--- src/hdl/tji_pkg.sv ---
// shared types and constants for the triangle jacobian inverse unit
package tji_pkg;
    localparam int unsigned COORD_W  = 16;
    localparam int unsigned EDGE_W   = 17;
    localparam int unsigned DET_W    = 35;
    localparam int unsigned THR_W    = 34;
    localparam int unsigned INV_W    = 32;
    localparam int unsigned STAT_W   = 2;
    localparam int unsigned SHIFT    = 24;
    // dividend magnitude: |num| < 2^17, times 2^24
    localparam int unsigned DVD_W    = EDGE_W + SHIFT;
    localparam int unsigned QUO_W    = DVD_W;
    localparam int unsigned MAG_W    = DET_W - 1;
    localparam int unsigned LANES    = 4;

    localparam logic [STAT_W-1:0] ST_OK       = 2'd0;
    localparam logic [STAT_W-1:0] ST_WRONG    = 2'd1;
    localparam logic [STAT_W-1:0] ST_SINGULAR = 2'd2;

    // one lane of restoring division state handed from cell to cell
    typedef struct packed {
        logic [DVD_W-1:0] rem;
        logic [QUO_W-1:0] quo;
        logic             neg;
    } t_lane;

    // item control travelling with the lanes
    typedef struct packed {
        logic                    vld;
        logic [STAT_W-1:0]       status;
        logic signed [DET_W-1:0] det;
        logic [MAG_W-1:0]        mag;
    } t_ctrl;

    typedef struct packed {
        t_ctrl              ctrl;
        t_lane [LANES-1:0]  lane;
    } t_word;
endpackage

--- src/hdl/tji_cell.sv ---
// one quotient bit of four restoring divisions
module tji_cell #(
    parameter int unsigned BIT = 0
) (
    input  logic           i_clk,
    input  logic           i_rst_n,
    input  tji_pkg::t_word i_word,
    output tji_pkg::t_word o_word
);
    import tji_pkg::*;

    t_word r_word, n_word;

    always_comb begin
        n_word = i_word;
        for (int k = 0; k < LANES; k++) begin
            logic [DVD_W+MAG_W-1:0] dsh;
            dsh = (DVD_W+MAG_W)'(i_word.ctrl.mag) << BIT;
            if ({{MAG_W{1'b0}}, i_word.lane[k].rem} >= dsh) begin
                n_word.lane[k].rem = i_word.lane[k].rem - DVD_W'(dsh);
                n_word.lane[k].quo[BIT] = 1'b1;
            end
        end
    end

    always_ff @(posedge i_clk) begin
        if (!i_rst_n) begin
            r_word.ctrl.vld <= 1'b0;
        end else begin
            r_word.ctrl.vld <= n_word.ctrl.vld;
        end
        r_word.ctrl.status <= n_word.ctrl.status;
        r_word.ctrl.det    <= n_word.ctrl.det;
        r_word.ctrl.mag    <= n_word.ctrl.mag;
        r_word.lane        <= n_word.lane;
    end

    assign o_word = r_word;
endmodule

--- config.mk ---
export PLATFORM = sky130hd
export DESIGN_NAME = tji_cell
export DESIGN_NICKNAME = d
export VERILOG_FILES = /design/src/hdl/tji_pkg.sv /design/src/hdl/tji_cell.sv
export SDC_FILE = /design/constraint.sdc
export NUM_CORES = 1
export LEC_CHECK = 0
export BUFFER_PORTS_ARGS = -buffer_cell sky130_fd_sc_hd__buf_4
export CORE_AREA = 2 2 315 317
export CTS_CLUSTER_SIZE = 25
export DETAILED_ROUTE_END_ITERATION = 10
export DIE_AREA = 0 0 317 319
export GPL_TIMING_DRIVEN = 0
export HOLD_SLACK_MARGIN = 0.05
export PLACE_DENSITY = 0.35
export SETUP_SLACK_MARGIN = 0.2
export SYNTH_ARGS = -nofsm -noshare
export SYNTH_HDL_FRONTEND = slang
export SYNTH_SLANG_ARGS = --single-unit
--- constraint.sdc ---
create_clock -name i_clk -period 3.35 [get_ports i_clk]
set_input_delay 0.1675 -clock i_clk [delete_from_list [all_inputs] [get_ports i_clk]]
set_output_delay 0.1675 -clock i_clk [all_outputs]
set_load 0.03 [all_outputs]
## Word-level counts from Yosys, hierarchy flattened

Cells that the tools add are included.

| storage, ports and cells | value |
|---|---|
| input bits | 406 |
| output and inout bits | 404 |
| register bits | 404 |
| word-level logic and storage cells | 32 |

| cells by class | value |
|---|---|
| add/subtract/negate cells | 4 |
| magnitude comparators | 4 |
| muxes and demuxes | 4 |

Operators by type and width:

| operator | number |
|---|---|
| $ge 41x34->1 | 4 |
| $mux 41 | 4 |
| $sub 41x34->41 | 4 |

## Logic depth before layout (Yosys ltp)

| logic depth | value |
|---|---|
| depth after elaboration | 2 |
| depth in mapped cells | 13 |
| mapped depth without buffers | 12 |

## Least setup slack after synthesis

Ideal clock, no wire load.

| timing | value |
|---|---|
| kind | input to register |
| start point | in i_word[125] (netlist name) |
| end point | reg r_word (netlist bit o_word[159]) |
| path slack | 0.714 ns |
| library setup time | 0.130 ns |
| path buffers | 0 |
| data required time | 3.220 ns |
| stages on the path | 12 |
| data arrival time | 2.506 ns |
| cells stage by stage | inv_1 -> ha_1 -> fa_1 -> nor2b_1 -> o31a_1 -> o21ai_1 -> a2111o_1 -> a21oi_1 -> a41oi_1 -> o31ai_2 -> a211oi_1 -> xor2_1 |

RTL lines:

| item | RTL line | text |
|---|---|---|
| start: declaration | tji_cell.sv:7 | `input tji_pkg::t_word i_word,` |
| end: declaration | tji_cell.sv:12 | `t_word r_word, n_word;` |

==> tab_implementation.tex <==
\begin{tabular}{lr}
\hline
Metric & Value \\
\hline
\multicolumn{2}{l}{\textbf{GRT}} \\
Vias in the first global route & 20010 \\
Wire length of the first global-routing pass & 148.5 mm \\
Total Routing Usage GR & 0.2058 \\
Remaining global-route overflow & 0 \\
Maximum number of pins on one net before global-route repair & 16 \\
Number of antenna violations at the first check in global routing & 18 \\
\multicolumn{2}{l}{\textbf{Cells and area}} \\
Leading cell type in the layout, fill and taps excluded & buf\_4 \\
Share of the core filled with cells in the final layout & 0.3260 \\
Non-filler instance count after layout & 4528 \\
Number of flip-flops under the largest register name & 404 \\
Area delta synth->final & 76.62\% \\
Fillers & 10220 \\
Layout cells sized above 1 & 0.3178 \\
Final nets & 3741 \\
Post-Layout Inst Area & 0.03185 mm² \\
Top library cells by usage in the layout, fill and taps aside & buf\_4, dlygate4sd3\_1, dfxtp\_1, a21oi\_1, nor2\_1 \\
\multicolumn{2}{l}{\textbf{Floorplanning}} \\
Die ar. & 0.1011 mm² \\
Ports placed on the boundary & 810 \\
Width of the die & 317 µm \\
Initial core utilization & 0.1846 \\
Y dimension of the die & 319 µm \\
Placement row count & 115 \\
Core area & 0.09770 mm² \\
\multicolumn{2}{l}{\textbf{Synthesis}} \\
Post-synthesis sequential area ratio & 0.4485 \\
Total number of yosys warnings & 0 \\
Netlist Area Pre-Place & 0.01803 mm² \\
Mean Syn Cell Area & 9.378 µm² \\
Cell type with the largest total area after synthesis & dfxtp\_1 \\
Main area contributors after synthesis & dfxtp\_1, ha\_1, a21oi\_1, xnor2\_1, nor2\_1 \\
Library cells used by synthesis & 86 \\
Syn Inst Count & 1923 \\
Post-synth EDFFs & 0 \\
Register bit count reported by yosys & 404 \\
Proportion of register bits with asynchronous set or reset after synthesis & 0 \\
Synth Net Count & 2469 \\
Ys flop type & dfxtp\_1 \\
Top cell type's share of synthesized area & 0.4485 \\
\multicolumn{2}{l}{\textbf{Place}} \\
Dpl cell area & 0.02572 mm² \\
Minimum setup slack after placement & -0.8031 ns \\
Last weighted congestion value of the routability-driven placer & 0.8598 \\
Count of input and output buffers & 809 \\
Detailed-placement wirelength estimate & 87.77 mm \\
Cell count after placement & 4019 \\
\multicolumn{2}{l}{\textbf{Routing}} \\
Number of antenna-violating nets in the routed design & 0 \\
Via count & 19350 \\
Detailed-route wire length per cell & 23.92 µm \\
DR pass1 iterations & 5 \\
Wirelength, routed & 108.3 mm \\
DRC viols & 0 \\
Number of design-rule violations left by the first detailed-router iteration & 969 \\
Avg Vias per Cell & 4.273 \\
\multicolumn{2}{l}{\textbf{CTS}} \\
Clock sinks & 404 \\
Clock tree from TritonCTS & done \\
Root cell of the clock tree & clkbuf\_16 \\
Clock transition at the registers of the reported paths & 0.06 ns \\
Clock buffer count from CTS & 52 \\
Number of buffers on the longest clock path & 3 \\
CTS H-Tree Depth & 2 \\
\multicolumn{2}{l}{\textbf{STA}} \\
Max-slew violation count & 0 \\
Shortest period the worst path allows & 3.084 ns \\
Min setup slack post-route & 0.2658 ns \\
Setup repair after global routing missed its margin & yes \\
Final-layout worst hold slack & -0.1923 ns \\
Number of failing hold endpoints at the final stage & 3 \\
Worst relative slew slack & 0.4030 \\
Highest achievable clock rate & 0.3242 GHz \\
\# setup viols final & 0 \\
Measured slew at the worst slew-check pin & 0.8945 ns \\
Ratio of final minimum period to clock period & 0.9207 \\
Post-route setup TNS & 0 ns \\
\multicolumn{2}{l}{\textbf{Setup path}} \\
Setup Crit Path Kind & in -> reg \\
Kind of start point of the critical path & input port \\
Nature of the critical path endpoint & flip-flop \\
WP data required & 3.85 ns \\
Crit path arrival time & 3.58 ns \\
Worst-path maximum fanout & 10 \\
\multicolumn{2}{l}{\textbf{Worst hold path}} \\
Path type of the worst min-delay path & in -> reg \\
Hold-critical path endpoint & o\_word[292]\$\_DFF\_P\_ \\
Number of cells on the worst hold path & 3 \\
Launch point of the worst hold path & i\_word[292] \\
\multicolumn{2}{l}{\textbf{Run status}} \\
Violated checks & hold timing \\
Run status & finished, violations left \\
\multicolumn{2}{l}{\textbf{Flow run}} \\
Count of max-cap constraint violations & 0 \\
\multicolumn{2}{l}{\textbf{Power}} \\
Max IR drop VDD & 0.3190 mV \\
Leakage power of the design & 14.42 nW \\
Power per unit of standard cell area & 524.8 mW/mm² \\
\hline
\end{tabular}
metal layers:
metal / up-vias / share of wire / GRT usage
li1: 9366 / - / -
met1: 9169 / 0.40 / 0.2396
met2: 642 / 0.49 / 0.3601
met3: 156 / 0.062 / 0.04539
met4: 16 / 0.045 / 0.08585
met5: - / 0.00082 / 0
critical path, cell delays in order:
cell,delay (ns)
dlygate4sd3_1,0.54
buf_4,0.15
ha_1,0.26
buf_1,0.27
and4_1,0.27
nand3_1,0.21
nor3_4,0.25
nand4_1,0.23
o2111ai_1,0.19
a31o_1,0.12
buf_2,0.27
buf_6,0.24
mux2_1,0.39
how the worst max path moves through the flow:
stage / start / end / slack [ns]
floorplan: i_word[125] / o_word[159]$_DFF_P_ / 0.71
global placement: i_word[345] / o_word[331]$_DFF_P_ / -0.83
detailed placement: i_word[345] / o_word[331]$_DFF_P_ / -0.80
CTS: i_word[335] / o_word[331]$_DFF_P_ / 0.20
global route: i_word[335] / o_word[331]$_DFF_P_ / 0.14
finish: i_word[315] / o_word[307]$_DFF_P_ / 0.27
kinds of logic (layout without fill, tap and decap cells):
logic type               count (synthesis)  count (layout)  share of synthesized area
AND/OR/NAND/NOR                        499             499                     0.1337
buffers and inverters                  150            1462                    0.03434
adder cells (fa/ha/maj)                140             140                    0.09879
other                                    0               6                          0
AO/OA/AOI/OAI                          554             554                     0.1950
flip-flops                             404             404                     0.4485
XOR/XNOR                               145             145                    0.07042
multiplexers                            31              31                    0.01929
per-stage QoR:
step,total power [mW],hold WS [ns]
floorplan,8.294,0.1952
global placement,10.53,0.2719
detailed placement,10.50,0.2730
CTS,16.95,-0.2972
global route,17.48,-0.1888
finish,16.72,-0.1923
final cells by class:
type	count	area [µm²]	share of cell area
diodes	6	15.01	0.0004714
plain buffers	68	346.6	0.01088
clock buffers	70	1459	0.04580
clock inverters	24	341.6	0.01072
inverters	82	326.6	0.01025
multi-input cells	1369	9512	0.2986
flip-flops and latches	404	8088	0.2539
well taps	1287	1610	0.05055
repair buffers	1218	10150	0.3188
power by group:
part           switching (mW)  internal, mW
Combinational            3.13          2.13
Sequential              0.202          5.37
Clock                    2.41          3.47
Total                    5.74          11.0
Yosys cell counts (all sizes together), types with 3 or more instances:
| cell | instances |
|---|---|
| and3 | 14 |
| nand3 | 24 |
| and2 | 8 |
| o21a | 25 |
| ha | 136 |
| a311oi | 3 |
| nand2 | 109 |
| a31o | 9 |
| inv | 82 |
| a2111oi | 6 |
| a21oi | 246 |
| nor4 | 12 |
| or4 | 3 |
| nor2b | 14 |
| xnor2 | 91 |
| a31oi | 10 |
| o21bai | 29 |
| or3 | 9 |
| a21boi | 9 |
| nand3b | 4 |
| o21ai | 80 |
| nand4 | 37 |
| fa | 4 |
| nand4b | 8 |
| nand2b | 15 |
| clkbuf | 35 |
| nor3 | 32 |
| a221oi | 3 |
| dfxtp | 404 |
| buf | 33 |
| a211oi | 12 |
| o31ai | 14 |
| xor2 | 54 |
| o31a | 6 |
| a21o | 66 |
| nor2 | 193 |
| mux2 | 30 |
| o211ai | 10 |
| and4 | 7 |
| or2 | 6 |
| o2111ai | 4 |
timing repair:
action,4_1_cts,5_1_grt
setup buffers,0,5
endpoints found under the setup margin,24,119
hold buffers,400,4
gates resized for setup,7,56
hold endpoints to repair,404,7
pin swaps,0,4
Power figures use the tool's default switching activity.
