<file path="config.mk">
export PLATFORM = sky130hd
export DESIGN_NAME = tji_front
export DESIGN_NICKNAME = d
export VERILOG_FILES = /design/src/hdl/tji_pkg.sv /design/src/hdl/tji_front.sv
export SDC_FILE = /design/constraint.sdc
export NUM_CORES = 2
export LEC_CHECK = 0
export ABC_CLOCK_PERIOD_IN_PS = 12210
export BUFFER_PORTS_ARGS = -buffer_cell sky130_fd_sc_hd__buf_2
export CAP_MARGIN = 20
export CORE_MARGIN = 2
export CORE_UTILIZATION = 33
export DETAILED_ROUTE_END_ITERATION = 6
export HOLD_SLACK_MARGIN = 0.03
export PLACE_DENSITY = 0.51
export SYNTH_ARGS = -nofsm -noshare
export SYNTH_HDL_FRONTEND = slang
export SYNTH_SLANG_ARGS = --single-unit
</file>
<file path="constraint.sdc">
create_clock -name i_clk -period 12.21 [get_ports i_clk]
set_input_delay 2.442 -clock i_clk [delete_from_list [all_inputs] [get_ports i_clk]]
set_output_delay 2.442 -clock i_clk [all_outputs]
set_load 0.01 [all_outputs]
</file>
<file path="src/hdl/tji_pkg.sv">
// shared types and constants for the triangle jacobian inverse unit
package tji_pkg;
    localparam int unsigned COORD_W  = 16;
    localparam int unsigned EDGE_W   = 17;
    localparam int unsigned DET_W    = 35;
    localparam int unsigned THR_W    = 34;
    localparam int unsigned INV_W    = 32;
    localparam int unsigned STAT_W   = 2;
    localparam int unsigned SHIFT    = 24;
    // dividend magnitude: |num| < 2^17, times 2^24
    localparam int unsigned DVD_W    = EDGE_W + SHIFT;
    localparam int unsigned QUO_W    = DVD_W;
    localparam int unsigned MAG_W    = DET_W - 1;
    localparam int unsigned LANES    = 4;

    localparam logic [STAT_W-1:0] ST_OK       = 2'd0;
    localparam logic [STAT_W-1:0] ST_WRONG    = 2'd1;
    localparam logic [STAT_W-1:0] ST_SINGULAR = 2'd2;

    // one lane of restoring division state handed from cell to cell
    typedef struct packed {
        logic [DVD_W-1:0] rem;
        logic [QUO_W-1:0] quo;
        logic             neg;
    } t_lane;

    // item control travelling with the lanes
    typedef struct packed {
        logic                    vld;
        logic [STAT_W-1:0]       status;
        logic signed [DET_W-1:0] det;
        logic [MAG_W-1:0]        mag;
    } t_ctrl;

    typedef struct packed {
        t_ctrl              ctrl;
        t_lane [LANES-1:0]  lane;
    } t_word;
endpackage

</file>
<file path="src/hdl/tji_front.sv">
// edge differences, determinant and singularity test, three register stages
module tji_front (
    input  logic                           i_clk,
    input  logic                           i_rst_n,
    input  logic                           i_start,
    input  logic                           i_is_triangle,
    input  logic signed [tji_pkg::COORD_W-1:0] i_x0,
    input  logic signed [tji_pkg::COORD_W-1:0] i_y0,
    input  logic signed [tji_pkg::COORD_W-1:0] i_x1,
    input  logic signed [tji_pkg::COORD_W-1:0] i_y1,
    input  logic signed [tji_pkg::COORD_W-1:0] i_x2,
    input  logic signed [tji_pkg::COORD_W-1:0] i_y2,
    input  logic [tji_pkg::THR_W-1:0]      i_thr,
    output tji_pkg::t_word                 o_word
);
    import tji_pkg::*;

    logic                    r_v1, r_tri1;
    logic signed [EDGE_W-1:0] r_a, r_b, r_c, r_e;
    logic signed [EDGE_W-1:0] n_a, n_b, n_c, n_e;
    logic signed [EDGE_W-1:0] r_a_d, r_b_d, r_c_d, r_e_d;
    logic signed [2*EDGE_W-1:0] r_ae, r_bc;
    logic                    r_v2, r_tri2;
    logic signed [DET_W-1:0] w_det;
    logic [MAG_W:0]          w_mag;
    logic                    w_sing;
    t_word                   r_word, n_word;

    assign n_a = EDGE_W'(i_x1) - EDGE_W'(i_x0);
    assign n_b = EDGE_W'(i_x2) - EDGE_W'(i_x0);
    assign n_c = EDGE_W'(i_y1) - EDGE_W'(i_y0);
    assign n_e = EDGE_W'(i_y2) - EDGE_W'(i_y0);

    assign w_det  = DET_W'(r_ae) - DET_W'(r_bc);
    assign w_mag  = w_det[DET_W-1] ? (MAG_W+1)'(-w_det) : (MAG_W+1)'(w_det);
    assign w_sing = (w_mag == '0) || ({1'b0, w_mag} < {2'b0, i_thr});

    always_comb begin
        n_word = '0;
        n_word.ctrl.vld = r_v2;
        n_word.ctrl.mag = w_mag[MAG_W-1:0];
        if (!r_tri2) begin
            n_word.ctrl.status = ST_WRONG;
        end else if (w_sing) begin
            n_word.ctrl.status = ST_SINGULAR;
            n_word.ctrl.det    = w_det;
        end else begin
            n_word.ctrl.status = ST_OK;
            n_word.ctrl.det    = w_det;
        end
        // numerators e, -b, -c, a with 2^24 scale; sign of quotient
        for (int k = 0; k < LANES; k++) begin
            logic signed [EDGE_W:0] num;
            logic [EDGE_W-1:0]      nmag;
            num  = '0;
            unique case (k)
                0: num = (EDGE_W+1)'(r_e_d);
                1: num = -(EDGE_W+1)'(r_b_d);
                2: num = -(EDGE_W+1)'(r_c_d);
                default: num = (EDGE_W+1)'(r_a_d);
            endcase
            nmag = num[EDGE_W] ? EDGE_W'(-num) : EDGE_W'(num);
            n_word.lane[k].rem = {nmag, {SHIFT{1'b0}}};
            n_word.lane[k].quo = '0;
            n_word.lane[k].neg = num[EDGE_W] ^ w_det[DET_W-1];
        end
    end

    always_ff @(posedge i_clk) begin
        if (!i_rst_n) begin
            r_v1 <= 1'b0;
            r_v2 <= 1'b0;
            r_word.ctrl.vld <= 1'b0;
        end else begin
            r_v1 <= i_start;
            r_v2 <= r_v1;
            r_word.ctrl.vld <= n_word.ctrl.vld;
        end
        r_tri1 <= i_is_triangle;
        r_a <= n_a; r_b <= n_b; r_c <= n_c; r_e <= n_e;
        r_tri2 <= r_tri1;
        r_ae <= r_a * r_e;
        r_bc <= r_b * r_c;
        r_a_d <= r_a; r_b_d <= r_b; r_c_d <= r_c; r_e_d <= r_e;
        r_word.ctrl.status <= n_word.ctrl.status;
        r_word.ctrl.det    <= n_word.ctrl.det;
        r_word.ctrl.mag    <= n_word.ctrl.mag;
        r_word.lane        <= n_word.lane;
    end

    assign o_word = r_word;
endmodule

</file>
After elaboration in Yosys (flattened, before gate mapping) --
Cells that the tools add are included.
Cells by class: magnitude comparators 1, mux-type cells 6, multipliers 2, reduce and logical (&&, ||, !) cells 2, $add $sub $neg 12, bitwise logic cells 4
Operators with widths (count):
- $mul 17x17->34 | 2
- $neg 17->17 | 4
- $sub 16x16->17 | 4
- $mux 37 | 1
- $neg 17->18 | 2
- $logic_not 35->1 | 1
- $lt 35x34->1 | 1
- $mux 35 | 1
- $neg 35->35 | 1
- $sub 34x34->35 | 1
- $mux 17 | 2
- $mux 16 | 2
- $xor 1x1->1 | 4
- $logic_or 1x1->1 | 1
Storage, ports and cells: input port bits 134, output and inout bits 404, flip-flop bits (word level) 352

Logic depth before layout (Yosys ltp) --
depth after elaboration 6, mapped depth 29, mapped depth without buffers 27

Least setup slack after synthesis --
OpenSTA, ideal clock, no wires.
path type reg-to-reg, from register r_a[8], to register r_ae[31], setup slack 5302 ps, arrival time 6786 ps, clock period less this slack 6908 ps, required time 12088 ps, cell stages (with the launch flop) 27, path buffers 1, path through dfxtp_1 > clkbuf_1 > nand2_1 > fa_1 > fa_1 > fa_1 > fa_1 > inv_1 > fa_1 > inv_1 > fa_1 > inv_1 > ha_1 > a211oi_1 > o211ai_1 > o2111a_1 > o21ai_0 > o2bb2ai_1 > o21ai_0 > o41a_1 > a41oi_1 > a21oi_1 > a21o_1 > a21o_1 > a21o_1 > a211oi_1 > nor2_1
Between the ends: longest elaborated chain between the ends 1
Ends and longest elaborated chain:
- start: declaration | line tji_front.sv:19 | logic signed [EDGE_W-1:0] r_a, r_b, r_c, r_e;
- start signal: assignment | line tji_front.sv:80 | r_a <= n_a; r_b <= n_b; r_c <= n_c; r_e <= n_e;
- $mul 17x17->34 | line tji_front.sv:82 | r_ae <= r_a * r_e;
- end signal: assignment | line tji_front.sv:82
- end: declaration | line tji_front.sv:22 | logic signed [2*EDGE_W-1:0] r_ae, r_bc;
Every way passes these cells. A chain may end at the register's enable or synchronous reset.

Worst setup path in the final report --
from register r_a[9], to register r_ae[31]
The elaborated chain is that of the path after synthesis.

==> out/qor.yml <==
hold_class: "reg2reg"
critical_path.slowest_cell: "dfxtp_1"
antenna_found_initial: 12
rsz0062_at_grt: "false"
dpl.hpwl_um: 87800
cp_slowest_stage_delay_ns: 0.83
cp-end-kind: "register"
grt_max_degree: 31
routedWlPerCell_um: 17.1
dp_slack_ns: 4.56
async_flop_share_pct: 0
cts-resized-gates: 0
synth_xor_xnor_area_share_pct: 5.24
nFillCells: 12156
grtUsageTotal_pct: 17.7
r2r_slack_ns: 4.48
syn_area_um2: 39500
synthSimpleGateAreaFrac_pct: 15.1
drc_errors: 0
hold_buffers: 0
core_area_um2: 118000
initial_utilization_pct: 33.4
synthAdderAreaFrac_pct: 40.0
grt_pass1_vias: 28989
dpl.cell_count: 6180
gp_congestion: 0.878
num-nets-final: 5665
synth_top_cell_area_share_pct: 30.3
port_buffers: 277
cts_root_buf: "clkbuf_16"
slew_headroom_pct: 24.4
rows: 126
crit_required_ns: 12.72
synthMuxAreaShare_pct: 0.162
yosysMostFrequentCell: "inv_1"
tns_ns: 0
insertion_delay_ns: 0.64
gr-total-overflow: 0
setup_viol: 0
cts_buffers: 46
hold_path_end: "r_tri2"
slew_violations: 0
drive_above_1_share_pct: 8.94
post_cts_buffers: 0
critical_path_class: "reg2reg"
fp.dieArea_um2: 122000
cts_max_path_buffers: 3
area_delta_synth_final_pct: 9.76
yosysTopAreaCell: "fa_1"
wl_um: 107000
worst-path-buf-inv: 3
reg2reg_to: "r_ae[31]"
synth-edff-count: 0
synth_compound_area_share_pct: 7.88
grt_first_pass_wirelength_um: 166000
r2r_start: "r_a[9]"
drt_iter0_markers: 1506
die_h_um: 350
synth_warnings: 0
synth_top_family_by_area: "adder cells"
max_freq_mhz: 129
die_w_um: 350
postSynthAreaPerCell_um2: 9.02
ys_ff_latch: 352
setup_slack_ns: 4.48
status: "completed"
max_cap_violations: 0
arrival_ns: 8.25
cts_htree_levels: 2
synthCells: 4376
cp-start-kind: "register"
synthTopCellsByArea: "fa_1 30%, dfxtp_1 18%, ha_1 9.7%, inv_1 7.8%, buf_4 4.9%"
worst_slew_pin_slew_ns: 1.12
holdWs_ns: 0.332
ys_top_cells_by_count: "816 x inv_1, 597 x fa_1, 421 x nand2_1"
clk_pin_slew_ns: 0.07
crit_family: "adder cells"
synthFlopType: "dfxtp_1"
cts_tree: "done"
first_pass_iters: 6
vias: 28389
ant_nets: 0
fin_cells: 6264
hp-start: "r_tri1"
drt-vias-per-instance: 4.53
path_max_fanout: 18
fin_crit_ns: 7.73
final.period_utilization_pct: 63.3
cpMostUsedCell: "fa_1"
clock-sinks: 352
reg2reg_depth: 25
num_io_pins: 538
ys_types: 81
fin_worst_skew_ns: 0.0237
synth.yosys.seq_area_share_pct: 17.8
hold_viol_final: 0
whs_path_depth: 0
-- worst register-to-register path: cells and delay by family, from the launching register on --
kind            cells  cell delay (ns)
fa+ha+maj           7             3.38
buf+inv             3             0.16
simple gates        2             0.24
compound gates     13             3.01
flops               1             0.83
-- routing by layer --
layer  track usage [%]  routed length [µm]
met1              23.2               46800
met2              29.7               51300
met3              3.00                5910
met4              5.21                2790
met5                 0                  41
-- how the worst max path moves through the flow --
stage | startpoint | endpoint | slack, ns | cells after the start
6_report | r_a[9] | r_ae[31] | 4.48 | 25
2_1_floorplan | r_a[8] | r_ae[31] | 5.30 | 26
5_1_grt | r_a[9] | r_ae[31] | 3.93 | 25
3_5_place_dp | r_a[10] | r_ae[31] | 4.56 | 25
4_1_cts | r_a[9] | r_ae[31] | 4.50 | 25
3_3_place_gp | r_e[7] | r_ae[31] | 4.66 | 26
-- cell usage in the layout (no fill, tap or decap), types with 9 or more instances in the layout --
master	netlist	routed
inv_1	816	816
fa_1	597	597
nand2_1	421	421
dfxtp_1	352	352
ha_1	306	306
and2_1	290	290
buf_2	4	277
conb_1	1	260
nor2_1	231	231
xnor2_1	181	181
o21ai_0	121	121
a21oi_1	109	109
xor2_1	52	52
nor3_1	48	48
clkbuf_16	0	46
nand3_1	40	40
a21boi_0	40	40
buf_4	260	39
a21o_1	37	37
nand2b_1	35	35
nor2b_1	32	32
a31oi_1	28	28
o31ai_1	25	25
o21a_1	20	20
or3_1	20	20
nand4_1	16	16
a211oi_1	14	14
or2_2	12	12
nor4_1	12	12
or4_1	11	11
clkbuf_8	0	11
o21bai_1	10	10
o211ai_1	10	10
and3_1	9	9
-- sequential cells by signal (all words and copies together), names as in the netlist --
name,cells
o_word,144
r_ae,34
r_bc,34
r_a,17
r_a_d,17
r_b,17
r_b_d,17
r_c,17
r_c_d,17
r_e,17
r_e_d,17
r_tri1,1
r_tri2,1
r_v1,1
r_v2,1
-- cell families after synthesis --
| kind of cell | Yosys count |
|---|---|
| and+or+nand+nor | 1211 |
| buffers and inverters | 1188 |
| other | 1 |
| adders and majority gates | 903 |
| DFF | 352 |
| muxes | 6 |
| AOI/OAI and AO/OA | 481 |
| xor gates and xnor gates | 234 |
-- cell type report --
type | instances | area (µm²) | share of cell area, %
multi-input cells | 3095 | 28000 | 64.5
flip-flops and latches | 352 | 7050 | 16.3
inverters | 817 | 3070 | 7.08
well taps | 1600 | 2000 | 4.62
repair buffers | 316 | 1680 | 3.87
clock buffers | 65 | 1330 | 3.07
clock inverters | 17 | 244 | 0.563
diodes | 2 | 5.00 | 0.0115
-- stage by stage --
stage               utilization, %  cell area, µm²
finish                        36.6           43300
CTS                           36.6           43300
floorplan                        -           40500
global route                  36.6           43300
global placement              35.3           41800
detailed placement            35.3           41800
Power is left out: the tool's default activity adds up to more than one toggle a clock period on the data nets, which glitch-free logic cannot reach.
