<file path="src/hdl/tji_pkg.sv">
// shared types and constants for the triangle jacobian inverse unit
package tji_pkg;
    localparam int unsigned COORD_W  = 16;
    localparam int unsigned EDGE_W   = 17;
    localparam int unsigned DET_W    = 35;
    localparam int unsigned THR_W    = 34;
    localparam int unsigned INV_W    = 32;
    localparam int unsigned STAT_W   = 2;
    localparam int unsigned SHIFT    = 24;
    // dividend magnitude: |num| < 2^17, times 2^24
    localparam int unsigned DVD_W    = EDGE_W + SHIFT;
    localparam int unsigned QUO_W    = DVD_W;
    localparam int unsigned MAG_W    = DET_W - 1;
    localparam int unsigned LANES    = 4;

    localparam logic [STAT_W-1:0] ST_OK       = 2'd0;
    localparam logic [STAT_W-1:0] ST_WRONG    = 2'd1;
    localparam logic [STAT_W-1:0] ST_SINGULAR = 2'd2;

    // one lane of restoring division state handed from cell to cell
    typedef struct packed {
        logic [DVD_W-1:0] rem;
        logic [QUO_W-1:0] quo;
        logic             neg;
    } t_lane;

    // item control travelling with the lanes
    typedef struct packed {
        logic                    vld;
        logic [STAT_W-1:0]       status;
        logic signed [DET_W-1:0] det;
        logic [MAG_W-1:0]        mag;
    } t_ctrl;

    typedef struct packed {
        t_ctrl              ctrl;
        t_lane [LANES-1:0]  lane;
    } t_word;
endpackage

</file>
<file path="src/hdl/tji_back.sv">
// sign, saturation and error zeroing of the quotients
module tji_back (
    input  logic                              i_clk,
    input  logic                              i_rst_n,
    input  tji_pkg::t_word                    i_word,
    output logic                              o_done,
    output logic [tji_pkg::STAT_W-1:0]        o_status,
    output logic signed [tji_pkg::DET_W-1:0]  o_det,
    output logic signed [tji_pkg::INV_W-1:0]  o_inv [tji_pkg::LANES]
);
    import tji_pkg::*;

    logic                    r_done;
    logic [STAT_W-1:0]       r_status;
    logic signed [DET_W-1:0] r_det;
    logic signed [INV_W-1:0] r_inv [LANES];
    logic signed [INV_W-1:0] n_inv [LANES];

    always_comb begin
        for (int k = 0; k < LANES; k++) begin
            logic [QUO_W-1:0] q;
            q = i_word.lane[k].quo;
            if (i_word.ctrl.status != ST_OK) begin
                n_inv[k] = '0;
            end else if (i_word.lane[k].neg) begin
                n_inv[k] = (q > (QUO_W'(1) << (INV_W-1))) ?
                    {1'b1, {(INV_W-1){1'b0}}} : INV_W'(-q);
            end else begin
                n_inv[k] = (q > QUO_W'({1'b0, {(INV_W-1){1'b1}}})) ?
                    {1'b0, {(INV_W-1){1'b1}}} : INV_W'(q);
            end
        end
    end

    always_ff @(posedge i_clk) begin
        if (!i_rst_n) begin
            r_done <= 1'b0;
        end else begin
            r_done <= i_word.ctrl.vld;
        end
        r_status <= i_word.ctrl.status;
        r_det    <= i_word.ctrl.det;
        r_inv    <= n_inv;
    end

    assign o_done   = r_done;
    assign o_status = r_status;
    assign o_det    = r_det;
    assign o_inv    = r_inv;
endmodule

</file>
<file path="config.mk">
export PLATFORM = sky130hd
export DESIGN_NAME = tji_back
export DESIGN_NICKNAME = d
export VERILOG_FILES = /design/src/hdl/tji_pkg.sv /design/src/hdl/tji_back.sv
export SDC_FILE = /design/constraint.sdc
export NUM_CORES = 1
export LEC_CHECK = 0
export ABC_AREA = 1
export ABC_CLOCK_PERIOD_IN_PS = 4220
export BUFFER_PORTS_ARGS = -buffer_cell sky130_fd_sc_hd__buf_2
export CORE_AREA = 2 2 225 227
export DETAILED_ROUTE_END_ITERATION = 12
export DIE_AREA = 0 0 227 229
export PLACE_DENSITY = 0.55
export SYNTH_ARGS = -nofsm -noshare
export SYNTH_HDL_FRONTEND = slang
export SYNTH_SLANG_ARGS = --single-unit
</file>
<file path="constraint.sdc">
create_clock -name i_clk -period 4.22 [get_ports i_clk]
set_input_delay 0.844 -clock i_clk [delete_from_list [all_inputs] [get_ports i_clk]]
set_output_delay 0.844 -clock i_clk [all_outputs]
set_load 0.005 [all_outputs]
</file>
-- Word-level counts from Yosys, hierarchy flattened
Cells that the tools add are included.
- bits in registers: 166
- $add $sub $neg: 4
- magnitude comparators: 8
- multiplexer cells: 12
- reductions and logical operators: 1
- operator list (kind ; count):
    $mux 32 ; 12
    $gt 41x31->1 const B ; 4
    $gt 41x32->1 const B ; 4
    $neg 32->32 ; 4
    $reduce_bool 2->1 ; 1

-- Logic depth before layout (Yosys ltp)
Gate-level depths: netlist (run 1).
- depth after elaboration: 3
- gate-level depth with buffers: 12

-- Worst setup path before layout (run 1)
Ideal clock, no wire load.
- path type: input to register
- start: in i_word[250] in the netlist's numbering
- end: reg r_inv, in the netlist o_inv[30]
- arrival: 2.180 ns
- required time: 4.153 ns
- setup slack: 1.972 ns
- stages: 11
- path buffers: 1
- cell sequence: inv_1 ha_1 nand2_2 nor2_4 nand2_4 nor2_8 nand2_4 a21oi_4 buf_6 nand2_1 a21oi_2
- cells in the longest elaborated chain, start to end: 3
- elaborated cells on any way between the ends: 6
- classes of those cells: add/sub: 1; order compare: 2; mux: 3
- RTL lines (element ; line ; text):
    start, declared ; tji_back.sv:5 ; input tji_pkg::t_word i_word,
    $gt 41x31->1 (tied with other cells) ; tji_back.sv:29 ; n_inv[k] = (q > QUO_W'({1'b0, {(INV_W-1){1'b1}}})) ?
    $mux 32 (on tied branches) ; tji_back.sv:29, tji_back.sv:26 ;
    $mux 32 (*) ; tji_back.sv:25 ; end else if (i_word.lane[k].neg) begin
    end signal, assigned ; tji_back.sv:43 ; r_inv <= n_inv;
    end, declared ; tji_back.sv:16 ; logic signed [INV_W-1:0] r_inv [LANES];
Every way passes the cells marked *; elsewhere a longest branch is shown, timed or not.
A chain may end at the register's enable or synchronous reset.

-- Worst setup path in the final report (run 1)
- start: in i_word[84] in the netlist's numbering
- end: reg r_inv, in the netlist o_inv[74]
Same word-level chain as after synthesis.

==> summary by stage, run 1 <==
Outcome
The flow ran to the end, and the final reports show no timing, DRC or antenna violations.

Yosys
After Yosys synthesis, XOR and XNOR cells account for 5.05% of the synthesized area. After synthesis the netlist holds a flip-flop and latch count of 166. By area, the combinational part of the netlist is dominated by simple AND/OR/NAND/NOR gates.

After synthesis, flip-flops and latches occupy 30.9% of the total area. The most used flip-flop cell after synthesis is sky130_fd_sc_hd__dfxtp_1. The area fraction of the dominant cell type after synthesis is 30.9%.

The synthesis warning total is 0. Synthesis produced a netlist with a net count of 2270. The share of flip-flops with an asynchronous set or reset is 0%. The synthesized-area fraction occupied by adder cells is 0.931%. The cell area that synthesis handed to floorplanning was ~0.011 mm^2. Yosys mapped a number of flops with a built-in enable equal to 0. The multiplexer fraction of the synthesized cell area is 0%. The count of mapped cells out of synthesis is 1856. Of all cell types, the one taking the most synthesized area is sky130_fd_sc_hd__dfxtp_1.

Of the total synthesized cell area, the portion taken by AND, OR, NAND and NOR gates is 45.9%. The synthesized netlist devotes ~7.4% of its cell area to compound gates. Ranked by total cell area, the synthesized netlist is headed by sky130_fd_sc_hd__dfxtp_1, sky130_fd_sc_hd__nand2_1, sky130_fd_sc_hd__nor2_1, sky130_fd_sc_hd__inv_1, sky130_fd_sc_hd__a21oi_1.

Counting distinct cell types in the post-synthesis netlist gives 29. Averaged over all synthesized cells, the footprint is 5.79 um^2.

Cells and area
The number of nets in the layout is 2625. With fillers left out, the area of the finished cells amounts to 0.0139 mm^2. The fraction of the core area covered by cells at the end of the flow is 28.1%. The most common cell after layout, fill and taps aside is sky130_fd_sc_hd__nand2_1.

In the layout the commonest cells are sky130_fd_sc_hd__nand2_1, sky130_fd_sc_hd__buf_2, sky130_fd_sc_hd__nor2_1. Cells with a size suffix above 1 make up 20.5% of the layout. Relative to the synthesized area, the layout overhead comes to 29.7%.

The number of antenna repair diodes is 0.

Placement
At the end of routability-driven placement, the weighted congestion stood at between 0.9 and 1. The count of buffers inserted at the top-level ports is 373. After detailed placement, the total cell area comes to 0.0133 mm^2. The detailed-placement wirelength estimate is 33.2 mm.

Detailed routing
The number of iterations in the first detailed-routing pass is 5. In the final routed layout, each cell accounts on average for 14.8 um. In the routed design, unresolved DRC markers number 0.

The detail route stage leaves a number of antenna-violating nets equal to 0. After the first detailed-routing iteration, the DRC count stood at 763. For this block, the via count after detailed routing is ~12000. Dividing the detail-routed via count by the number of cells gives 4.29.

Summed over all layers, the routed wires come to between 40 and 50 mm.

STA
In this run the tightest slew margin relative to its limit is around 25%. For the pin with the worst max-slew slack, the measured transition is 1130 ps. For this run, the top clock speed supported by timing is 375 MHz. The total negative slack is 0 ps. The final-report hold violation count is 0.

Setup repair after global routing left no endpoint under its margin. Setup violations remaining at the end of the flow were counted as 0. The final-report max-slew violation count came to 0. The final critical delay including setup and external delays is ~2700 ps. The post-route fraction of the period consumed by the critical path is roughly 63%.

Setup path
In this run the worst path has a maximum fanout of 12. STA classifies the critical path endpoint as a flop. Data on the critical path arrives at its endpoint at around 3100 ps. STA classifies the critical path startpoint as an input port.

The worst setup path is of the in2reg kind. The required time of the critical path is between 4000 and 5000 ps.

Power
The share of total power in combinational logic is 15.7%. The total power divided by cell area is about 280 mW/mm^2. The sequential group share of total power is 41.8%. The cell-internal power is 2.76 mW. The relative contribution of the clock network to total power is ~42%. The analysis attributes to cell leakage a power of 6.91 nW.

Summed over all nets, the switching power comes to 1.19 mW. Across the VDD grid, the largest voltage drop is 0.293 mV. In this run switching power makes up 30.1% of total power.

Clocking
The clock passes through at most 2 buffers. The post-cts hold buffer count is 0. The TritonCTS sink count is 166.

Clock-pin slew was measured on the worst setup and hold paths at 70 ps. The TritonCTS clock tree is built. The clock tree root driver cell is sky130_fd_sc_hd__clkbuf_16.

TritonCTS created 17 clock buffers. The number of post-CTS setup repair buffers is 0. The H-tree depth is 4. The post-cts gate resize count is 0.

Floorplan
The area enclosed by the die boundary is between 0.05 and 0.06 mm^2. Once the floorplan was initialized, standard cells occupied 21.7% of the core. In this run the count of I/O pins placed on the die edge is 572.

The cell row count is 82. From left edge to right edge, the die measures approximately 230 um. Measured along the y axis, the die boundary spans 229 um. The area of the core is 0.0497 mm^2.

Global routing
In the global route stage, overall resource usage came out at between 10% and 20%. Global routing finished with a remaining overflow of 0. The via count of the first global-routing pass is 11624.

The met1 track utilization from global routing is 22.1%. The met3 routing resource usage after global routing is 5.11%. After global routing, the most crowded layer is met2.

The maximum number of pins on one net before global-route repair is 70. The first global-routing pass estimated 65.5 mm of wire. The number of antenna violations at the first check in global routing is 4. In the global route stage, met2 resource usage came out at 25.0%.

Min path
The worst hold path belongs to the class in2reg.

Flow run
The tool flagged a number of max-cap violations equal to 0.
cell usage after synthesis (7+ instances only):
cell                       number
sky130_fd_sc_hd__nand2_1      714
sky130_fd_sc_hd__nor2_1       290
sky130_fd_sc_hd__inv_1        214
sky130_fd_sc_hd__dfxtp_1      166
sky130_fd_sc_hd__a21oi_1      129
sky130_fd_sc_hd__nand3_1       96
sky130_fd_sc_hd__xor2_1        57
sky130_fd_sc_hd__nand4_1       38
sky130_fd_sc_hd__clkbuf_1      28
sky130_fd_sc_hd__o21ai_0       17
sky130_fd_sc_hd__nand3b_1      13
sky130_fd_sc_hd__nor2_2        13
sky130_fd_sc_hd__nor3_1        13
sky130_fd_sc_hd__buf_1         12
sky130_fd_sc_hd__ha_1           8
sky130_fd_sc_hd__nand2_2        7
cell type report:
type | count | area (um^2)
clock buffers | 19 | 443
inverters | 218 | 821
well taps | 672 | 841
clock inverters | 13 | 160
repair buffers | 387 | 1980
fillers | 5754 | 35700
multi-input cells | 1421 | 6370
flip-flops and latches | 166 | 3320
stage by stage:
stage / hold slack, ps / worst slack (ps) / total power, mW / std cells
floorplan: 872 / 1970 / 1.97 / 1856
CTS: 401 / 1600 / 4.04 / 2896
finish: 451 / 1550 / 3.95 / 2896
global route: 405 / 1390 / 4.19 / 2896
global placement: 946 / 1060 / 2.31 / 2864
detailed placement: 948 / 1070 / 2.31 / 2864
state kept, by name, indices dropped and copies added, names as in the netlist:
signal and count:
o_det 35, o_done 1, o_inv 128, o_status 2
routing by layer:
metal / up-vias / share of wire [%]
li1: 6422 / -
met1: 5472 / 47
met2: 475 / 42
met3: 44 / 8.5
met4: 0 / 2.2
met5: - / 0
logic make-up (layout without fill, tap and decap cells):
family          count (synthesis)  after routing
xor+xnor                       62             62
simple gates                 1200           1200
fa+ha+maj                       8              8
flops                         166            166
buf+inv                       269            637
compound gates                151            151
final timing paths:
check                   start   endpoint  slack (ps)  cells past startpoint
hold / removal    i_word[374]   o_det[8]         450                      1
setup / recovery   i_word[84]  o_inv[74]        1550                     12
critical path: stages:
cell	delay, ps
sky130_fd_sc_hd__buf_2	130
sky130_fd_sc_hd__inv_1	100
sky130_fd_sc_hd__ha_1	280
sky130_fd_sc_hd__nand2_2	130
sky130_fd_sc_hd__nor2_4	220
sky130_fd_sc_hd__nand2_2	110
sky130_fd_sc_hd__nor2_4	160
sky130_fd_sc_hd__nand2_1	110
sky130_fd_sc_hd__a21oi_2	450
sky130_fd_sc_hd__buf_4	290
sky130_fd_sc_hd__nand2_1	70
sky130_fd_sc_hd__a21oi_1	180
power by group through the flow:
stage | Combinational [mW] | Sequential [mW] | Clock [mW]
final | 0.623 | 1.65 | 1.68
after global routing | 0.703 | 1.66 | 1.83
after CTS | 0.625 | 1.66 | 1.76
after detailed placement | 0.621 | 1.69 | 0
after floorplan | 0.276 | 1.70 | 0
after global placement | 0.624 | 1.69 | 0
Power figures use the tool's default switching activity.
==> run 2: changes to the inputs <==
ABC_CLOCK_PERIOD_IN_PS = 2400   (was 4220)
PLACE_DENSITY = 0.56   (was 0.55)
clock period = 2.4 ns   (was 4.22 ns; I/O delays follow)
==> run 2 against run 1 <==
Clock power is 65% higher. Routed wire length increased by 0.36%. First-iteration DRC count up 8.9%. Sequential power increased by 76%. Via count up 1.7%. Sequential share of layout area is 0.73 points lower. Combinational power rose by 80%. Die area unchanged. Cell count grew 1.7%. Utilization rose by 0.88 points. Design area up 3.1%. Total power is 72% higher. Critical path type unchanged. Critical endpoint is now o_inv[117]. Largest power group is now registers. Highest routed layer unchanged.
==> summary by stage, run 2 (synthesized netlist as in run 1, its figures left out) <==
STA
The actual transition at the worst max-transition pin is 460 ps. The final-report hold violation count is 0. Measured against its own limit, the worst slew margin works out to between 60 and 70%.

The total setup violations reported at the end of the flow is 0. The final-report max-slew violation count was 0. Adding up every negative setup slack in the final design gives 0 ps. The maximum achievable frequency is 543 MHz.

The post-route fraction of the period consumed by the critical path is 76.8%. Setup repair after global routing left no endpoint under its margin. The final critical delay including setup and external delays is 1840 ps.

Floorplan
The die boundary height is around 230 um. For this configuration, the core starts out at a cell density of a little over a fifth. The area enclosed by the die boundary is 0.0520 mm^2. The area of the core is 0.0497 mm^2. The cell row count is 82. 572 I/O pins were placed. The die is 227 um wide.

Flow run
The tool flagged a number of max-cap violations equal to 0.

Clocking
CTS built an H-tree with a depth of 4. The register clock-pin slew on the reported worst setup and hold paths is 80 ps. The TritonCTS clock tree is built.

The post-cts gate resize count is 0. In this run the post-CTS setup repair buffer count came out at 0. Counting the buffers created by CTS gives 17.

The buffer levels on the longest clock path is 2. CTS placed an instance of sky130_fd_sc_hd__clkbuf_16 at the clock tree root. The tree built by TritonCTS fans out to 166 sinks. Hold repair after CTS inserted 0 buffers.

Global routing
For this run, global-route usage on met2 was measured as 25.8%. The via count of the first global-routing pass is 11907. The global-route wire length before repair is approximately 67 mm.

The global routing stage identified its most utilized layer as met2. The overall overflow remaining after global route is 0. The maximum number of pins on one net before global-route repair is between 60 and 70. The number of antenna violations at the first check in global routing is 1.

Global routing consumed, on the met3 layer, approximately 4% of the routing resources. In the global route stage, met1 resource usage came out at 22.4%. The all-layer global routing usage is 16.7%.

Min path
In this run the worst hold path is classified as in2reg.

Cells and area
Cells with a size suffix above 1 make up approximately 22% of the layout. Compared with the post-synthesis result, the final layout area differs by 33.7%. The post-layout instance count excluding filler cells is 2944. The most common cell after layout, fill and taps aside is sky130_fd_sc_hd__nand2_1.

Leaving out fill and tap cells, the most frequent cells in the layout are sky130_fd_sc_hd__nand2_1, sky130_fd_sc_hd__buf_2, sky130_fd_sc_hd__nor2_1. In the final design database the tool counted between 2000 and 3000 nets. The number of flip-flops under the largest register name is 128.

The number of antenna diodes in the final layout is 0.

Setup path
In this design, the stage delay of the slowest critical-path cell is 230 ps. The count of buffering cells on the critical path with inverters included is 3. The worst setup path is of the in2reg kind.

The kind of end point of the critical path is a flop. The required time of the critical path is 2780 ps. The arrival time reported for the critical path endpoint is ~2200 ps. The top fanout value on the critical path is 15. The cell type group with the largest total delay on the critical path is simple AND/OR/NAND/NOR gates.

The most prevalent standard cell on the critical path is sky130_fd_sc_hd__nand2_1. The slowest stage cell on the critical path is sky130_fd_sc_hd__a21oi_1. The critical path goes through buf_2 -> inv_1 -> ha_1 -> nand2_2 -> nor2_4 -> nand2_1 -> nor2_1 -> nand2_1 -> a21oi_4 -> buf_12 -> nand2_1 -> a21oi_1. STA classifies the critical path startpoint as an input port.

Detailed routing
The iteration-0 DRC count of the detailed router is 831. After detailed routing, the number of vias per cell comes to between 4 and 5. The final route contains 12623 vias. The final wirelength is roughly 43 mm. For this run, design rule violations remaining after detail routing come to 0.

The number of iterations in the first detailed-routing pass is 8. The final antenna-violating net count is 0. The detailed-route wire length per cell is 14.6 um.

Placement
Port buffering added 373 buffers. The number of placed instances, taps included, is 2912. The detailed-placement wirelength estimate is between 30 and 40 mm.

The congestion estimate from routability-driven global placement came to 0.923.

Outcome
The run finished with clean final reports.

Power
The maximum VDD drop is 0.503 mV. The standby leakage power is 7.18 nW. For this design the ratio of total power to cell area is 474 mW/mm^2.
run 2: cell count changes in the layout (fill, tap and decap cells not counted), sizes merged:
cell	change
buf	+48
inv	+3
bufinv	-2
clkbuf	-2
clkinv	+1
run 2: per-layer routing:
| layer | wire length [um] | share of wire (%) |
|---|---|---|
| met1 | 19700 | 46 |
| met2 | 18400 | 43 |
| met3 | 3800 | 8.8 |
| met4 | 1110 | 2.6 |
| met5 | 0 | 0 |
run 2: final timing paths:
kind	startpoint	end	slack, ps	depth (start not counted)
max	i_word[1]	o_inv[117]	560	12
min	i_word[387]	o_det[21]	80	1
run 2: power breakdown:
part / switching, mW / internal [mW]
sequential: 0.0352 / 2.87
combinational: 0.704 / 0.417
clock: 1.40 / 1.39
total: 2.13 / 4.68
run 2: through the flow:
stage          area [um^2]  utilization [%]  hold slack (ps)  power [mW]  worst slack [ps]
2_1_floorplan        10800                -              508        3.47               516
3_3_place_gp         13800             27.8              582        4.09               118
3_5_place_dp         13800             27.8              584        4.09               107
4_1_cts              14400             29.0             31.7        6.97               647
5_1_grt              14400             29.0             49.6        7.22               432
6_report             14400             29.0             82.8        6.81               557
run 2: area by class of cell:
| type | instances | area [um^2] |
|---|---|---|
| Clock inverter | 15 | 155 |
| Sequential cell | 166 | 3320 |
| Fill cell | 5691 | 35300 |
| Clock buffer | 17 | 425 |
| Tap cell | 672 | 841 |
| Timing Repair Buffer | 435 | 2440 |
| Inverter | 218 | 821 |
| Multi-Input combinational cell | 1421 | 6370 |
==> run 3: changes to the inputs <==
ABC_CLOCK_PERIOD_IN_PS = 1700   (was 2400)
CORE_AREA = 2 2 221 223   (was 2 2 225 227)
DIE_AREA = 0 0 223 225   (was 0 0 227 229)
clock period = 1.7 ns   (was 2.4 ns; I/O delays follow)
==> run 3 against run 2 <==
Clock-buffer cell count unchanged. Worst setup slack got worse by 420 ps. Die area fell by 3.5%. Utilization grew 7.1 points. Via count grew 11%. Flip-flop and latch count stayed put. Total power is 49% higher. Critical path depth stayed put. Sequential power up 41%. Sequential share of layout area fell by 3.7 points. Non-clock buffer count up 364.
==> summary by stage, run 3 (synthesized netlist as in run 1, its figures left out) <==
Outcome
The run finished with clean final reports.

Placement
Including well taps, the total number of placed cells is 3181. Timing analysis after detailed placement gives a worst setup slack of -372 ps. The routability congestion estimate is approximately 0.94. In this run the cell area measured after placement is 0.0162 mm^2. The detailed-placement wirelength estimate is 38.1 mm.

Port buffering added 373 buffers.

Min path
The class of the most critical hold timing path is in2reg.

Detailed routing
The iteration-0 DRC count of the detailed router is 943. In the final routed layout, each cell accounts on average for 14.5 um. The pre-antenna-repair detailed-routing pass consisted of 5 iterations. In the routed design, unresolved DRC markers number 0. The routed length on met1 is 22.0 mm. The routed design has 47.1 mm of wire. The total length of routed met3 wires is approximately 3.2 mm. After detailed routing, no signal wire sits above met4. The routed layout has 14049 vias. The number of vias per cell after detailed routing is 4.32.

The length of routed met2 wiring is 20.9 mm. The detail route stage leaves a number of antenna-violating nets equal to 0.

Global routing
The global-route wire length before repair is 73.1 mm. Global routing consumed, over all layers together, 18.8% of the routing resources. Entering global routing, the biggest net connects 62 pins. The number of antenna violations at the first check in global routing came to 0. The via count of the first global-routing pass is 13649.

For this run the aggregate overflow at the end of global routing stands at 0.

STA
Setup violations remaining at the end of the flow were counted as 0. On the final layout, the worst hold slack is between 50 and 60 ps. After layout, the minimum clock period comes to 1570 ps. The maximum achievable frequency is around 640 MHz. The relative slew slack is a little under 80%.

The total negative slack is 0 ps. Setup repair after global routing left no endpoint under its margin. The final-report max-slew violation count is 0.

At the pin with the least slew margin, the transition time is 337 ps. Setup slack closes at about 130 ps. The post-route fraction of the period consumed by the critical path is between 90 and 100%.

The final-report hold violation count is 0.

Power
The total power divided by cell area is 593 mW/mm^2. Summed over all cells, the static leakage comes to slightly below 9 nW. The overall power after layout is 10.2 mW. The maximum VDD drop is 0.555 mV.

Clocking
Buffers added to address setup during post-CTS repair amount to 0. The number of clock buffers inserted by TritonCTS is 17. Counting along the longest clock path gives a buffer depth of 2. The register clock-pin slew on the reported worst setup and hold paths is 70 ps.

The TritonCTS clock tree is built. CTS placed an instance of sky130_fd_sc_hd__clkbuf_16 at the clock tree root. The TritonCTS sink count is approximately 170.

The H-tree depth is 4.

Floorplan
Measured along the x axis, the die boundary spans about 220 um. The total I/O pin count is 572. Once the floorplan was initialized, standard cells occupied 22.6% of the core. Row generation in the floorplan step produced 80 rows.

The area enclosed by the die boundary is 0.0502 mm^2. The total area inside the core boundary comes to ~0.048 mm^2. The die is 225 um tall.

Cells and area
The register with the most flip-flops in the layout has 128 of them. The post-layout instance count excluding filler cells is 3252. The area overhead of the layout relative to synthesis is 59.6%. The most common cell after layout, fill and taps aside is sky130_fd_sc_hd__nand2_1. Cells fill a little over a third of the core in the end. Cells with a size suffix above 1 make up 31.8% of the layout. After routing the design area is ~0.017 mm^2. In the layout the commonest cells are sky130_fd_sc_hd__nand2_1, sky130_fd_sc_hd__buf_4, sky130_fd_sc_hd__buf_2. At the end of the flow, the number of nets in the layout was 3037.

Flow run
The max capacitance violation total is 0.

Setup path
Data on the critical path is required at its endpoint by 2100 ps. The arrival time reported for the critical path endpoint is 1970 ps. The kind of end point of the critical path is a flop. STA classifies the critical path startpoint as an input port. The top fanout value on the critical path is 10.

The setup path with the least slack is of type in2reg.
==> run 3: cell count changes in the layout (fill, tap and decap cells not counted), moves of 2 or more <==
cell / previous run / this run
sky130_fd_sc_hd__ha_1: 8 / 4
sky130_fd_sc_hd__clkinv_4: 2 / 0
sky130_fd_sc_hd__ha_2: 0 / 3
sky130_fd_sc_hd__dlygate4sd3_1: 0 / 38
sky130_fd_sc_hd__inv_6: 5 / 1
sky130_fd_sc_hd__a21oi_2: 2 / 4
sky130_fd_sc_hd__clkinvlp_4: 0 / 3
sky130_fd_sc_hd__buf_4: 53 / 381
sky130_fd_sc_hd__a21oi_1: 129 / 127
sky130_fd_sc_hd__buf_12: 9 / 7
sky130_fd_sc_hd__clkinv_8: 2 / 4
==> run 3: timing repair <==
action,in CTS,in global routing
resized for setup,0,3
hold buffers,38,0
endpoints found under the hold margin,38,0
setup endpoints to repair,0,3
==> run 3: metal layers <==
metal,up-vias,GRT usage (%)
li1,7256,-
met3,48,4.28
met4,0,5.87
met5,-,0
met2,501,30.1
met1,6244,25.0
==> run 3: power by group <==
part / switching (mW) / leakage, nW / internal (mW)
Sequential: 0.0488 / 1.37 / 4.06
Combinational: 1.11 / 7.25 / 0.994
Clock: 1.98 / 0.283 / 1.98
Total: 3.14 / 8.90 / 7.03
==> run 3: final cells by class <==
cell class              instances  area, um^2
inverters                     218         821
fillers                      5238       30400
flip-flops and latches        166        3320
well taps                     615         769
clock buffers                  17         425
multi-input cells            1421        6400
clock inverters                15         174
diodes                          1        2.50
repair buffers                799        5250
==> run 3: worst paths after layout <==
kind | cells after the start | from | end | slack [ps]
setup / recovery | 12 | i_word[2] | o_inv[97] | 130
hold / removal | 3 | i_rst_n | o_done | 50
==> run 3: critical path, cell delays in order <==
cell                      delay (ps)
sky130_fd_sc_hd__buf_2           100
sky130_fd_sc_hd__inv_1           100
sky130_fd_sc_hd__ha_4            150
sky130_fd_sc_hd__nand2_2          80
sky130_fd_sc_hd__nor2_4          130
sky130_fd_sc_hd__nand2_1          80
sky130_fd_sc_hd__nor2_1          150
sky130_fd_sc_hd__nand2_1         140
sky130_fd_sc_hd__a21oi_4         220
sky130_fd_sc_hd__buf_4           210
sky130_fd_sc_hd__nand2_1          80
sky130_fd_sc_hd__a21oi_2         170
